### config.mk
export PLATFORM = sky130hd
export DESIGN_NAME = sync_length_crc_frame_parser_top
export DESIGN_NICKNAME = d
export VERILOG_FILES = /design/src/slfp_pkg.sv /design/src/slfp_crc.sv /design/src/slfp_pay_ram.sv /design/src/sync_length_crc_frame_parser_top.sv
export VERILOG_INCLUDE_DIRS = /design/src /design/src/src
export SDC_FILE = /design/constraint.sdc
export NUM_CORES = 2
export LEC_CHECK = 0
export ABC_AREA = 1
export BUFFER_PORTS_ARGS = -buffer_cell sky130_fd_sc_hd__buf_2
export CORE_MARGIN = 1
export CORE_UTILIZATION = 60
export DETAILED_ROUTE_END_ITERATION = 8
export PLACE_DENSITY_LB_ADDON = 0.1
export SYNTH_ARGS = -nofsm -noshare
export SYNTH_HDL_FRONTEND = slang
export SYNTH_HIERARCHICAL = 1
export SYNTH_SLANG_ARGS = --single-unit
### constraint.sdc
create_clock -name clock -period 38.9 [get_ports clock]
set_clock_uncertainty 0.15 [all_clocks]
set_input_delay 11.67 -clock clock [delete_from_list [all_inputs] [get_ports clock]]
set_output_delay 11.67 -clock clock [all_outputs]
set_load 0.01 [all_outputs]
### src/sync_length_crc_frame_parser_top_assert.svh
// Assertion macros for the sync/length/CRC frame parser.
// Used by the top level only; no other dependencies.
`ifndef SYNC_LENGTH_CRC_FRAME_PARSER_TOP_ASSERT_SVH
`define SYNC_LENGTH_CRC_FRAME_PARSER_TOP_ASSERT_SVH

// Same-cycle implication, disabled during reset.
`define SLFP_ASSERT_NOW(label, clk, rst, ante, cons, msg) \
   label: assert property (@(posedge clk) disable iff (rst) (ante) |-> (cons)) \
      else $error(msg);

// Next-cycle implication, disabled during reset.
`define SLFP_ASSERT_NEXT(label, clk, rst, ante, cons, msg) \
   label: assert property (@(posedge clk) disable iff (rst) (ante) |=> (cons)) \
      else $error(msg);

`endif

### src/slfp_pkg.sv
// Shared constants, types and the CRC byte-step function of the frame parser.
// No dependencies.
package slfp_pkg;

   localparam logic [7:0]  SYNC_FIRST  = 8'h48;
   localparam logic [7:0]  SYNC_SECOND = 8'h5A;
   localparam logic [31:0] CRC_INIT    = 32'hFFFF_FFFF;
   localparam logic [31:0] CRC_POLY    = 32'h04C1_1DB7;

   // one fold of a 32-bit word takes four byte steps
   localparam int          FOLD_STEPS  = 4;
   localparam int          FOLD_CNT_W  = 3;
   localparam logic [3:0]  WORD_BYTES  = 4'd8;

   typedef struct packed {
      logic        init;
      logic        start;
      logic [31:0] word;
   } crc_cmd_type;

   // eight MSB-first shift steps of the CRC register, no data input
   function automatic logic [31:0] crc_shift8(input logic [31:0] c);
      logic [31:0] r;
      r = c;
      for (int k = 0; k < 8; k++) begin
         r = r[31] ? ({r[30:0], 1'b0} ^ CRC_POLY) : {r[30:0], 1'b0};
      end
      return r;
   endfunction

endpackage

### src/slfp_crc.sv
// Iterative CRC-32 folding unit: folds one 32-bit word byte by byte, 8 shift steps per byte.
// Depends on slfp_pkg.
module slfp_crc (
   input  logic                 clock,
   input  logic                 reset,
   input  slfp_pkg::crc_cmd_type cmd,
   output logic [31:0]          crc_value,
   output logic                 busy
);
   import slfp_pkg::*;

   logic [31:0]           crc_ff, crc_in;
   logic [FOLD_CNT_W-1:0] cnt_ff, cnt_in;

   always_comb begin
      crc_in = crc_ff;
      cnt_in = cnt_ff;
      if (cmd.init) begin
         crc_in = CRC_INIT;
         cnt_in = '0;
      end else if (cmd.start) begin
         // mix the word in and take the first byte step at once
         crc_in = crc_shift8(crc_ff ^ cmd.word);
         cnt_in = FOLD_CNT_W'(FOLD_STEPS - 1);
      end else if (cnt_ff != '0) begin
         crc_in = crc_shift8(crc_ff);
         cnt_in = cnt_ff - FOLD_CNT_W'(1);
      end
   end

   always_ff @(posedge clock) begin
      if (reset) begin
         crc_ff <= CRC_INIT;
         cnt_ff <= '0;
      end else begin
         crc_ff <= crc_in;
         cnt_ff <= cnt_in;
      end
   end

   assign crc_value = crc_ff;
   assign busy      = (cnt_ff != '0);

endmodule

### src/slfp_pay_ram.sv
// Payload byte store: one write port, one read port, registered read data.
// No package dependencies.
module slfp_pay_ram #(
   parameter int DEPTH  = 255,
   parameter int ADDR_W = 8
) (
   input  logic              clock,
   input  logic              wr_en,
   input  logic [ADDR_W-1:0] wr_addr,
   input  logic [7:0]        wr_data,
   input  logic              rd_en,
   input  logic [ADDR_W-1:0] rd_addr,
   output logic [7:0]        rd_data
);

   logic [7:0] mem [DEPTH];
   logic [7:0] rd_data_ff;

   always_ff @(posedge clock) begin
      if (wr_en) begin
         mem[wr_addr] <= wr_data;
      end
   end

   always_ff @(posedge clock) begin
      if (rd_en) begin
         rd_data_ff <= mem[rd_addr];
      end
   end

   assign rd_data = rd_data_ff;

endmodule

### src/sync_length_crc_frame_parser_top.sv
// Top level of the sync/length framed receiver with CRC-32 check byte.
// Depends on slfp_pkg, slfp_crc, slfp_pay_ram and the assertion macro header.
//
//   channel   direction  ports                                 beat
//   req       in         req_valid req_stall req_rx_byte        one received byte
//   rsp       out        rsp_valid rsp_stall rsp_payload_word   one payload word or
//                        rsp_byte_count rsp_last_word ...       one mismatch status
//
// Flow: a byte that completes a 32-bit CRC word holds off the next byte while the
//   byte-per-cycle CRC folding unit takes its byte steps. After the check byte the
//   close state folds a partial word and, for a short frame, one zero pad word, then
//   leaves for the check state. Readout gathers each 8-byte word with one payload-store
//   read a cycle, then emits it once the output register is free; an empty payload gives one beat.
// Reset: synchronous, active high; back to hunting for the first sync byte. The
//   payload store has no reset and needs no clearing pass.
// Stalls: rsp_stall holds the output register and the readout; the next byte is
//   taken as soon as the last word of a frame sits in the output register.
`include "sync_length_crc_frame_parser_top_assert.svh"

module sync_length_crc_frame_parser_top #(
   parameter int MAX_PAYLOAD = 255
) (
   input  logic        clock,
   input  logic        reset,
   input  logic        req_valid,
   output logic        req_stall,
   input  logic [7:0]  req_rx_byte,
   output logic        rsp_valid,
   input  logic        rsp_stall,
   output logic [63:0] rsp_payload_word,
   output logic [3:0]  rsp_byte_count,
   output logic        rsp_last_word,
   output logic        rsp_frame_status,
   output logic [7:0]  rsp_computed_check,
   output logic [7:0]  rsp_received_check
);
   import slfp_pkg::*;

   localparam int         ADDR_W  = (MAX_PAYLOAD > 1) ? $clog2(MAX_PAYLOAD) : 1;
   localparam logic [8:0] MAX_LEN = 9'(MAX_PAYLOAD);

   typedef enum logic [1:0] {
      PH_HUNT_H,
      PH_HUNT_Z,
      PH_LENGTH,
      PH_COLLECT
   } phase_type;

   typedef enum logic [1:0] {
      ST_IDLE,
      ST_CLOSE,
      ST_CHECK,
      ST_READ
   } state_type;

   // parser and control state
   state_type   state_ff, state_in;
   phase_type   phase_ff, phase_in;
   logic [7:0]  len_ff, len_in;
   logic [8:0]  seen_ff, seen_in;
   logic [31:0] gather_ff, gather_in;
   logic [7:0]  chk_ff, chk_in;
   logic        part_ff, part_in;
   logic        pad_ff, pad_in;

   // readout
   logic [8:0]  pos_ff, pos_in;
   logic [3:0]  iss_ff, iss_in;
   logic        pend_ff, pend_in;
   logic [2:0]  plane_ff, plane_in;
   logic [63:0] wbuf_ff, wbuf_in;

   // output register
   logic        rsp_valid_ff, rsp_valid_in;
   logic [63:0] rsp_word_ff, rsp_word_in;
   logic [3:0]  rsp_count_ff, rsp_count_in;
   logic        rsp_last_ff, rsp_last_in;
   logic        rsp_status_ff, rsp_status_in;
   logic [7:0]  rsp_comp_ff, rsp_comp_in;
   logic [7:0]  rsp_recv_ff, rsp_recv_in;

   // unit connections
   crc_cmd_type       crc_cmd;
   logic [31:0]       crc_value;
   logic              crc_busy;
   logic              wr_en;
   logic [ADDR_W-1:0] wr_addr;
   logic              rd_en;
   logic [ADDR_W-1:0] rd_addr;
   logic [7:0]        rd_data;

   logic        req_accept;
   logic        out_free;
   logic        take_en;
   logic [31:0] gather_take;
   logic [8:0]  len_ext;
   logic        rd_more;

   slfp_crc u_crc (
      .clock     (clock),
      .reset     (reset),
      .cmd       (crc_cmd),
      .crc_value (crc_value),
      .busy      (crc_busy)
   );

   slfp_pay_ram #(
      .DEPTH  (MAX_PAYLOAD),
      .ADDR_W (ADDR_W)
   ) u_ram (
      .clock   (clock),
      .wr_en   (wr_en),
      .wr_addr (wr_addr),
      .wr_data (req_rx_byte),
      .rd_en   (rd_en),
      .rd_addr (rd_addr),
      .rd_data (rd_data)
   );

   // Writes happen only while collecting and reads only after the check byte,
   // so the store never sees a read and a write of one entry at once.
   assign req_stall   = (state_ff != ST_IDLE) || crc_busy;
   assign req_accept  = req_valid && !req_stall;
   assign out_free    = !rsp_valid_ff || !rsp_stall;
   assign len_ext     = {1'b0, len_ff};
   assign gather_take = gather_ff | ({24'b0, req_rx_byte} << {seen_ff[1:0], 3'b000});
   assign wr_addr     = ADDR_W'(seen_ff - 9'd3);
   assign rd_addr     = pos_ff[ADDR_W-1:0];
   assign rd_more     = (iss_ff < WORD_BYTES) && (pos_ff < len_ext);

   always_comb begin
      state_in      = state_ff;
      phase_in      = phase_ff;
      len_in        = len_ff;
      seen_in       = seen_ff;
      gather_in     = gather_ff;
      chk_in        = chk_ff;
      part_in       = part_ff;
      pad_in        = pad_ff;
      pos_in        = pos_ff;
      iss_in        = iss_ff;
      pend_in       = pend_ff;
      plane_in      = plane_ff;
      wbuf_in       = wbuf_ff;
      rsp_valid_in  = rsp_valid_ff;
      rsp_word_in   = rsp_word_ff;
      rsp_count_in  = rsp_count_ff;
      rsp_last_in   = rsp_last_ff;
      rsp_status_in = rsp_status_ff;
      rsp_comp_in   = rsp_comp_ff;
      rsp_recv_in   = rsp_recv_ff;
      crc_cmd       = '0;
      wr_en         = 1'b0;
      rd_en         = 1'b0;
      take_en       = 1'b0;

      // drop the output beat once taken
      if (rsp_valid_ff && !rsp_stall) begin
         rsp_valid_in = 1'b0;
      end

      case (state_ff)
         ST_IDLE: begin
            if (req_accept) begin
               case (phase_ff)
                  PH_HUNT_H: begin
                     if (req_rx_byte == SYNC_FIRST) begin
                        // fresh frame: restart CRC, first byte lands in lane 0
                        crc_cmd.init = 1'b1;
                        len_in       = '0;
                        seen_in      = 9'd1;
                        gather_in    = {24'b0, req_rx_byte};
                        phase_in     = PH_HUNT_Z;
                     end
                  end
                  PH_HUNT_Z: begin
                     if (req_rx_byte == SYNC_SECOND) begin
                        take_en  = 1'b1;
                        phase_in = PH_LENGTH;
                     end else begin
                        phase_in = PH_HUNT_H;
                     end
                  end
                  PH_LENGTH: begin
                     if ({1'b0, req_rx_byte} > MAX_LEN) begin
                        phase_in = PH_HUNT_H;
                     end else begin
                        len_in   = req_rx_byte;
                        take_en  = 1'b1;
                        phase_in = PH_COLLECT;
                     end
                  end
                  PH_COLLECT: begin
                     if (seen_ff < len_ext + 9'd3) begin
                        wr_en   = 1'b1;
                        take_en = 1'b1;
                     end else begin
                        // check byte: close with the partial word and pad to two words
                        chk_in   = req_rx_byte;
                        part_in  = (seen_ff[1:0] != 2'd0);
                        pad_in   = (seen_ff < 9'd5);
                        phase_in = PH_HUNT_H;
                        state_in = ST_CLOSE;
                     end
                  end
                  default: begin
                     phase_in = PH_HUNT_H;
                  end
               endcase
            end
         end
         ST_CLOSE: begin
            if (!crc_busy) begin
               if (part_ff) begin
                  crc_cmd.start = 1'b1;
                  crc_cmd.word  = gather_ff;
                  gather_in     = '0;
                  part_in       = 1'b0;
               end else if (pad_ff) begin
                  crc_cmd.start = 1'b1;
                  crc_cmd.word  = '0;
                  pad_in        = 1'b0;
               end else begin
                  state_in = ST_CHECK;
               end
            end
         end
         ST_CHECK: begin
            if (crc_value[7:0] != chk_ff) begin
               if (out_free) begin
                  rsp_valid_in  = 1'b1;
                  rsp_word_in   = '0;
                  rsp_count_in  = '0;
                  rsp_last_in   = 1'b1;
                  rsp_status_in = 1'b1;
                  rsp_comp_in   = crc_value[7:0];
                  rsp_recv_in   = chk_ff;
                  state_in      = ST_IDLE;
               end
            end else begin
               pos_in   = '0;
               iss_in   = '0;
               pend_in  = 1'b0;
               wbuf_in  = '0;
               state_in = ST_READ;
            end
         end
         ST_READ: begin
            // land the byte read last cycle
            if (pend_ff) begin
               wbuf_in[{plane_ff, 3'b000} +: 8] = rd_data;
            end
            if (rd_more) begin
               rd_en    = 1'b1;
               pos_in   = pos_ff + 9'd1;
               iss_in   = iss_ff + 4'd1;
               pend_in  = 1'b1;
               plane_in = iss_ff[2:0];
            end else begin
               pend_in = 1'b0;
               if (!pend_ff && out_free) begin
                  rsp_valid_in  = 1'b1;
                  rsp_word_in   = wbuf_ff;
                  rsp_count_in  = iss_ff;
                  rsp_last_in   = (pos_ff >= len_ext);
                  rsp_status_in = 1'b0;
                  rsp_comp_in   = crc_value[7:0];
                  rsp_recv_in   = chk_ff;
                  wbuf_in       = '0;
                  iss_in        = '0;
                  if (pos_ff >= len_ext) begin
                     state_in = ST_IDLE;
                  end
               end
            end
         end
         default: begin
            state_in = ST_IDLE;
         end
      endcase

      // gather one CRC byte; fold when the word fills
      if (take_en) begin
         seen_in = seen_ff + 9'd1;
         if (seen_ff[1:0] == 2'd3) begin
            crc_cmd.start = 1'b1;
            crc_cmd.word  = gather_take;
            gather_in     = '0;
         end else begin
            gather_in = gather_take;
         end
      end
   end

   always_ff @(posedge clock) begin
      if (reset) begin
         state_ff     <= ST_IDLE;
         phase_ff     <= PH_HUNT_H;
         len_ff       <= '0;
         seen_ff      <= '0;
         gather_ff    <= '0;
         part_ff      <= 1'b0;
         pad_ff       <= 1'b0;
         pos_ff       <= '0;
         iss_ff       <= '0;
         pend_ff      <= 1'b0;
         rsp_valid_ff <= 1'b0;
      end else begin
         state_ff     <= state_in;
         phase_ff     <= phase_in;
         len_ff       <= len_in;
         seen_ff      <= seen_in;
         gather_ff    <= gather_in;
         part_ff      <= part_in;
         pad_ff       <= pad_in;
         pos_ff       <= pos_in;
         iss_ff       <= iss_in;
         pend_ff      <= pend_in;
         rsp_valid_ff <= rsp_valid_in;
      end
      chk_ff        <= chk_in;
      plane_ff      <= plane_in;
      wbuf_ff       <= wbuf_in;
      rsp_word_ff   <= rsp_word_in;
      rsp_count_ff  <= rsp_count_in;
      rsp_last_ff   <= rsp_last_in;
      rsp_status_ff <= rsp_status_in;
      rsp_comp_ff   <= rsp_comp_in;
      rsp_recv_ff   <= rsp_recv_in;
   end

   assign rsp_valid          = rsp_valid_ff;
   assign rsp_payload_word   = rsp_word_ff;
   assign rsp_byte_count     = rsp_count_ff;
   assign rsp_last_word      = rsp_last_ff;
   assign rsp_frame_status   = rsp_status_ff;
   assign rsp_computed_check = rsp_comp_ff;
   assign rsp_received_check = rsp_recv_ff;

   // a fold in flight must hold off the next byte
   `SLFP_ASSERT_NOW(a_fold_stalls, clock, reset, crc_busy, req_stall,
      "byte taken during CRC fold")
   // a mismatch beat is a lone empty closing beat
   `SLFP_ASSERT_NOW(a_mismatch_shape, clock, reset, rsp_valid && rsp_frame_status,
      rsp_last_word && rsp_byte_count == 4'd0 && rsp_payload_word == 64'd0,
      "bad mismatch beat")
   // only the closing word of a frame may be short
   `SLFP_ASSERT_NOW(a_full_inner, clock, reset, rsp_valid && !rsp_last_word,
      rsp_byte_count == WORD_BYTES, "short inner payload word")
   // a failed check with room in the output register shows up next cycle
   `SLFP_ASSERT_NEXT(a_mismatch_out, clock, reset,
      state_ff == ST_CHECK && crc_value[7:0] != chk_ff && out_free,
      rsp_valid && rsp_frame_status && state_ff == ST_IDLE, "mismatch not reported")

endmodule
==> Word level (Yosys, flattened, before mapping) <==
Memory sizes are Yosys's and may differ from the RTL's. A register that Yosys moved wholly into a read port is not among the register bits.
Cells that the tools add are included.
{ "classes": {"add_sub_neg": 7, "order_cmp": 5, "n_eq_ne": 32, "shift": 3, "mux": 133, "bitwise_logic": 19, "n_reduce_logical": 39} }
{ "op_table": {"columns": ["cell", "n"], "rows": [
  ["$mux W64", 8],
  ["$mux W27", 16],
  ["$mux W32", 9],
  ["$pmux W64 S2", 2],
  ["$not A14 Y14", 16],
  ["$mux W33", 6],
  ["$mux W8", 9],
  ["$bwmux W64", 1],
  ["$pmux W32 S2", 1],
  ["$shift A8 B8 Y64 const A", 1],
  ["$shiftx A8 B8 Y64", 1],
  ["$mux W9", 7],
  ["$pmux W8 S2", 3],
  ["$mux W1", 36],
  ["$mux W2", 16],
  ["$or A32 B32 Y32", 1],
  ["$shl A8 B5 Y32", 1],
  ["$xor A32 B32 Y32", 1],
  ["$mux W4", 7],
  ["$ne A2 B2 Y1 const B", 14],
  ["$reduce_bool A2 Y1", 10],
  ["$add A9 B1 Y9 const B", 2],
  ["$ne A3 B3 Y1 const B", 6],
  ["$pmux W9 S2", 1],
  ["34 further kinds", 63]
]} }
{ "totals": {"register_bits": 266, "ram_bits": 2040, "out_inout_bits": 88, "elab_cells": 262, "n_memories": 1} }
{ "mem_list": {"columns": ["memory", "depth", "width", "read_ports", "rd_ports_with_merged_regs", "wr", "line_no", "text"], "rows": [
  ["u_ram.mem", 255, 8, 1, 1, 1, "slfp_pay_ram.sv:16", "logic [7:0] mem [DEPTH];"]
]} }

==> Depth between registers and ports, before layout <==
{ "depth": {"word_depth": 25, "depth_mapped": 29} }

==> Cells and area by module <==
Netlist, hierarchy kept.
{ "by_module_without_submodules": {"columns": ["mod", "instances", "cells_each", "area_per_inst_um2", "seq_area_each_um2"], "rows": [
  ["slfp_pay_ram", 1, 6994, 83136.0, 61499.0],
  ["sync_length_crc_frame_parser_top", 1, 1392, 11837.6, 6236.0],
  ["slfp_crc", 1, 569, 3583.4, 700.7]
]} }

==> Least setup slack after synthesis <==
No wires, ideal clock.
{ "synth_timing": {"path_type": "input-to-reg", "startpoint": "input port rsp_stall", "endpoint": "register rsp_count_ff[0], in the netlist rsp_byte_count[0], enable pin", "arrival_time_ps": 20116, "setup_slack_ps": 17892, "stages": 5, "path_buffers": 0, "path_cell_list": "nand2_1 -> nand2_1 -> inv_1 -> nor2_1 -> nor4_1"} }
{ "synth_via": {"elab_chain_len": 5, "elab_cells_between_ends": 6} }
{ "synth_rtl": {"columns": ["element", "line_no", "text"], "rows": [
  ["from (decl)", "sync_length_crc_frame_parser_top.sv:29", "input logic rsp_stall,"],
  ["$logic_not A1 Y1 *", "sync_length_crc_frame_parser_top.sv:124", "assign out_free = !rsp_valid_ff || !rsp_stall;"],
  ["$logic_or A1 B1 Y1 *", "sync_length_crc_frame_parser_top.sv:124", null],
  ["$logic_and A1 B1 Y1", "sync_length_crc_frame_parser_top.sv:261", "if (!pend_ff && out_free) begin"],
  ["$ne A2 B2 Y1 (no source line)", null, null],
  ["$reduce_and A5 Y1 (no source line) *", null, null],
  ["to (signal assigned)", "sync_length_crc_frame_parser_top.sv:325", "rsp_count_ff <= rsp_count_in;"],
  ["to (decl)", "sync_length_crc_frame_parser_top.sv:76", "logic [3:0] rsp_count_ff, rsp_count_in;"]
]} }
Mark *: on every way between the ends. The rest lies on a longest branch, timed or not.
A chain may end at the register's enable or synchronous reset.

==> out/results.ini <==
[place]
port_buffers = 99
hpwlAfterDp_mm = 156
dp.cells = 10800
place_congestion = 0.941

[critical_path]
worstPathMaxFanout = 33
cp_slowest_cell = nor2_1
crit_path_max_incr_delay_ns = 0.69
rr_worst_depth = 14
crit_cells = 20
crit_start = req_rx_byte[0]
cp_top_family = simple AND/OR/NAND/NOR gates
rr_endpoint = u_ram/rd_data[3]
startpoint_type = primary input
critPathCapture = u_crc/crc_value[8]
reg2reg_from = pos_ff[0]
crit_required_ns = 39.53
rrSetupSlack_ns = 33.14
cp.arrival_ns = 15.80
crit_path_end_kind = flop
worstPathCellList = buf_8 -> nor2_1 -> nand4_1 -> nor2_2 -> nor2_2 -> a21oi_4 -> nand2_2 -> a21oi_1 -> inv_1 -> nand2_1 -> nand2_2 -> nand2_1 -> nand2_1 -> nand2_1 -> nand2_1 -> nor2_1 -> nand3_1 -> nand3_1 -> nand2_1 -> nand2_1
crit_type = primary input to flop
critPathMostFrequentCell = nand2_1
critPathBufInv = 2

[floorplanning]
core_sq_um = 163000
die_w_um = 407
die_y_um = 407
ios = 100
dieArea_sq_um = 166000
rows = 148
initial_core_util_pct = 60.5

[logic_synthesis]
synth_most_common_cell = nand2_1
synth_simple_gate_area_share_pct = 23.3
syn_area_sq_um = 98600
synth-adder-area-share_pct = 0.355
synth_ff_type = edfxtp_1
synth_cell_type_count = 56
synth_top_family_by_area = simple AND/OR/NAND/NOR gates
yosys.area.top_type_share_pct = 67.3
yosysWarnings = 6
synthCells = 8955
synth_xor_area_share_pct = 1.19
yosysTopAreaCell = edfxtp_1
synth_mux_area_share_pct = 0
synth_common_cells = nand2_1 (2,605), edfxtp_1 (2,209), nand3_1 (2,108), nor2_1 (546), buf_2 (316)
ys_seq_area_share_pct = 69.4
synth_compound_area_share_pct = 1.81
synth-async-reset-ratio_pct = 0
ys_ff_latch = 2314
synth.net_count = 8995
yosys-top-cells-area = edfxtp_1 (67%), nand3_1 (11%), nand2_1 (9.9%)
syn_area_per_cell_sq_um = 11.0
synth_edf_count = 2209

[clocking]
holdBufCountCts = 0
clkLatencyLatePin_ns = 0.86
cts_root_buf = clkbuf_16
cts_buffers = 227
cts.sinks = 2314
clockBufferDepth = 3
cts_tree = built
ctsHtreeMaxLevel = 4
post-cts-setup-buffers = 0
cts_resized = 0
clk_pin_slew_ns = 0.06

[timing]
tightest_slew_ns = 1.27
slew_headroom_pct = 15.3
fin_crit_ns = 15.17
max_freq_ghz = 0.0659
slew_viol_final = 0
setup-violations-final = 0
hold_viol_final = 0
tns_ns = 0
rsz0062_at_grt = no
period_share_pct = 39.0

[pwr]
p_leak_nw = 37.8
ir_drop_v = 0.0000553
powerDensity_nw_per_um2 = 49.1
finalPower_mw = 5.26

[finish]
num-fill-cells = 12400
regArea_sq_um = 68500
final_cells = 11200
syn_to_final_growth_pct = 8.73
drive_gt1_share_pct = 6.79
fin_nets = 8866
multi_input_area_sq_um = 26300

[route]
num_vias = 68300
via_per_inst = 6.10
ant_nets = 0
wirelength_mm = 270
drc = 0
wl_per_cell_um = 24.2
first_pass_iters = 7
drtIter0Drc = 9069

[global_route]
gr-total-overflow = 0
grt_max_degree = 206
grt_pass1_vias = 63200
grt.total_usage_pct = 32.0
grt_pass1_wl_mm = 403
antenna_found_initial = 6

[outcome]
status = completed

[job]
max-cap-violations = 0

[worst_hold_path]
holdCritStartpoint = pad_ff
hold_class = flop to flop

final cells by class:
cell class / instances / area share (%)
sequential: 2314 / 63.9
multi-input combinational: 5806 / 24.6
clock buffer: 282 / 5.54
tap: 2175 / 2.54
timing repair buffer: 206 / 1.36
clock inverter: 125 / 1.10
inverter: 271 / 0.981
antenna: 6 / 0.0140
per-stage QoR:
step	util (%)	setup slack [ns]	cell area, sq um	hold slack, ns
detailed placement	61.4	23.03	100000	0.310
global route	65.7	23.57	107000	0.339
floorplan	-	17.89	98600	0.290
global placement	61.4	22.98	100000	0.303
CTS	65.7	23.88	107000	0.323
finish	65.8	23.73	107000	0.322
how the worst min path moves through the flow:
stage | end | depth (start not counted) | slack (ns)
6_report | pad_ff | 2 | 0.32
5_1_grt | rsp_received_check[2] | 0 | 0.34
4_1_cts | rsp_received_check[0] | 0 | 0.32
3_5_place_dp | rsp_received_check[0] | 0 | 0.31
3_3_place_gp | pad_ff | 2 | 0.30
2_1_floorplan | iss_ff[3] | 2 | 0.29
sequential cells by signal, summed over array words and instances (netlist names), 2 cells and up, named ones only:
register and flops:
u_crc/cnt_ff 3, u_ram/rd_data 8, u_crc/crc_value 32, seen_ff 9, u_ram/mem 2040, len_ff 8, gather_ff 32, pos_ff 9
wbuf_ff 64, chk_ff 8, rsp_payload_word 64, rsp_byte_count 4, iss_ff 4, rsp_computed_check 8, state_ff 2, rsp_received_check 8
plane_ff 3
power breakdown:
part           leakage [nW]  switching (mW)  internal (mW)  total, mW
registers              20.9          0.0348           2.74       2.77
logic                  13.4           0.248          0.115      0.363
clock network          3.47           0.928           1.20       2.12
logic make-up (layout without fill, tap and decap cells):
| kind of cell | after synthesis | in the layout |
|---|---|---|
| and+or+nand+nor | 5351 | 5351 |
| DFF | 2314 | 2314 |
| buffers and inverters | 835 | 884 |
| AOI/OAI and AO/OA | 303 | 303 |
| xor gates and xnor gates | 124 | 124 |
| adders and majority gates | 28 | 28 |
| other | 0 | 6 |
layer usage:
metal	wire, um	track usage, %	share of wire (%)	vias to the layer above
li1	-	-	-	30900
met1	110000	46.6	41	33300
met2	124000	48.8	46	3598
met3	26900	5.64	9.9	487
met4	9460	11.5	3.5	4
met5	19	0	0.0070	-
cell usage in the layout (no fill, tap or decap), drive strengths merged:
cell type     n
a211oi       22
buf         206
o31ai         2
and3          1
o21ai        62
bufinv       18
edfxtp     2209
nand3b        5
xor2         73
nor3         29
nand2      2619
a21oi       167
a22oi         4
ha           28
o22ai         4
o21a          1
or2          12
o221ai        1
a21boi        6
o211ai        5
nor4          2
a31o          8
clkbuf      282
xnor2        51
nand3      2110
nor2        552
diode         6
nand4        21
clkinv      103
a221oi        2
dfxtp       105
clkinvlp      5
a31oi        11
o21bai        8
inv         270
tightest hold or removal path, cell delays in order (launching register included):
cell,delay (ns)
dfxtp_1,0.31
nand2_1,0.06
a21oi_1,0.06
No activity file was read; power rests on OpenSTA's default activity.
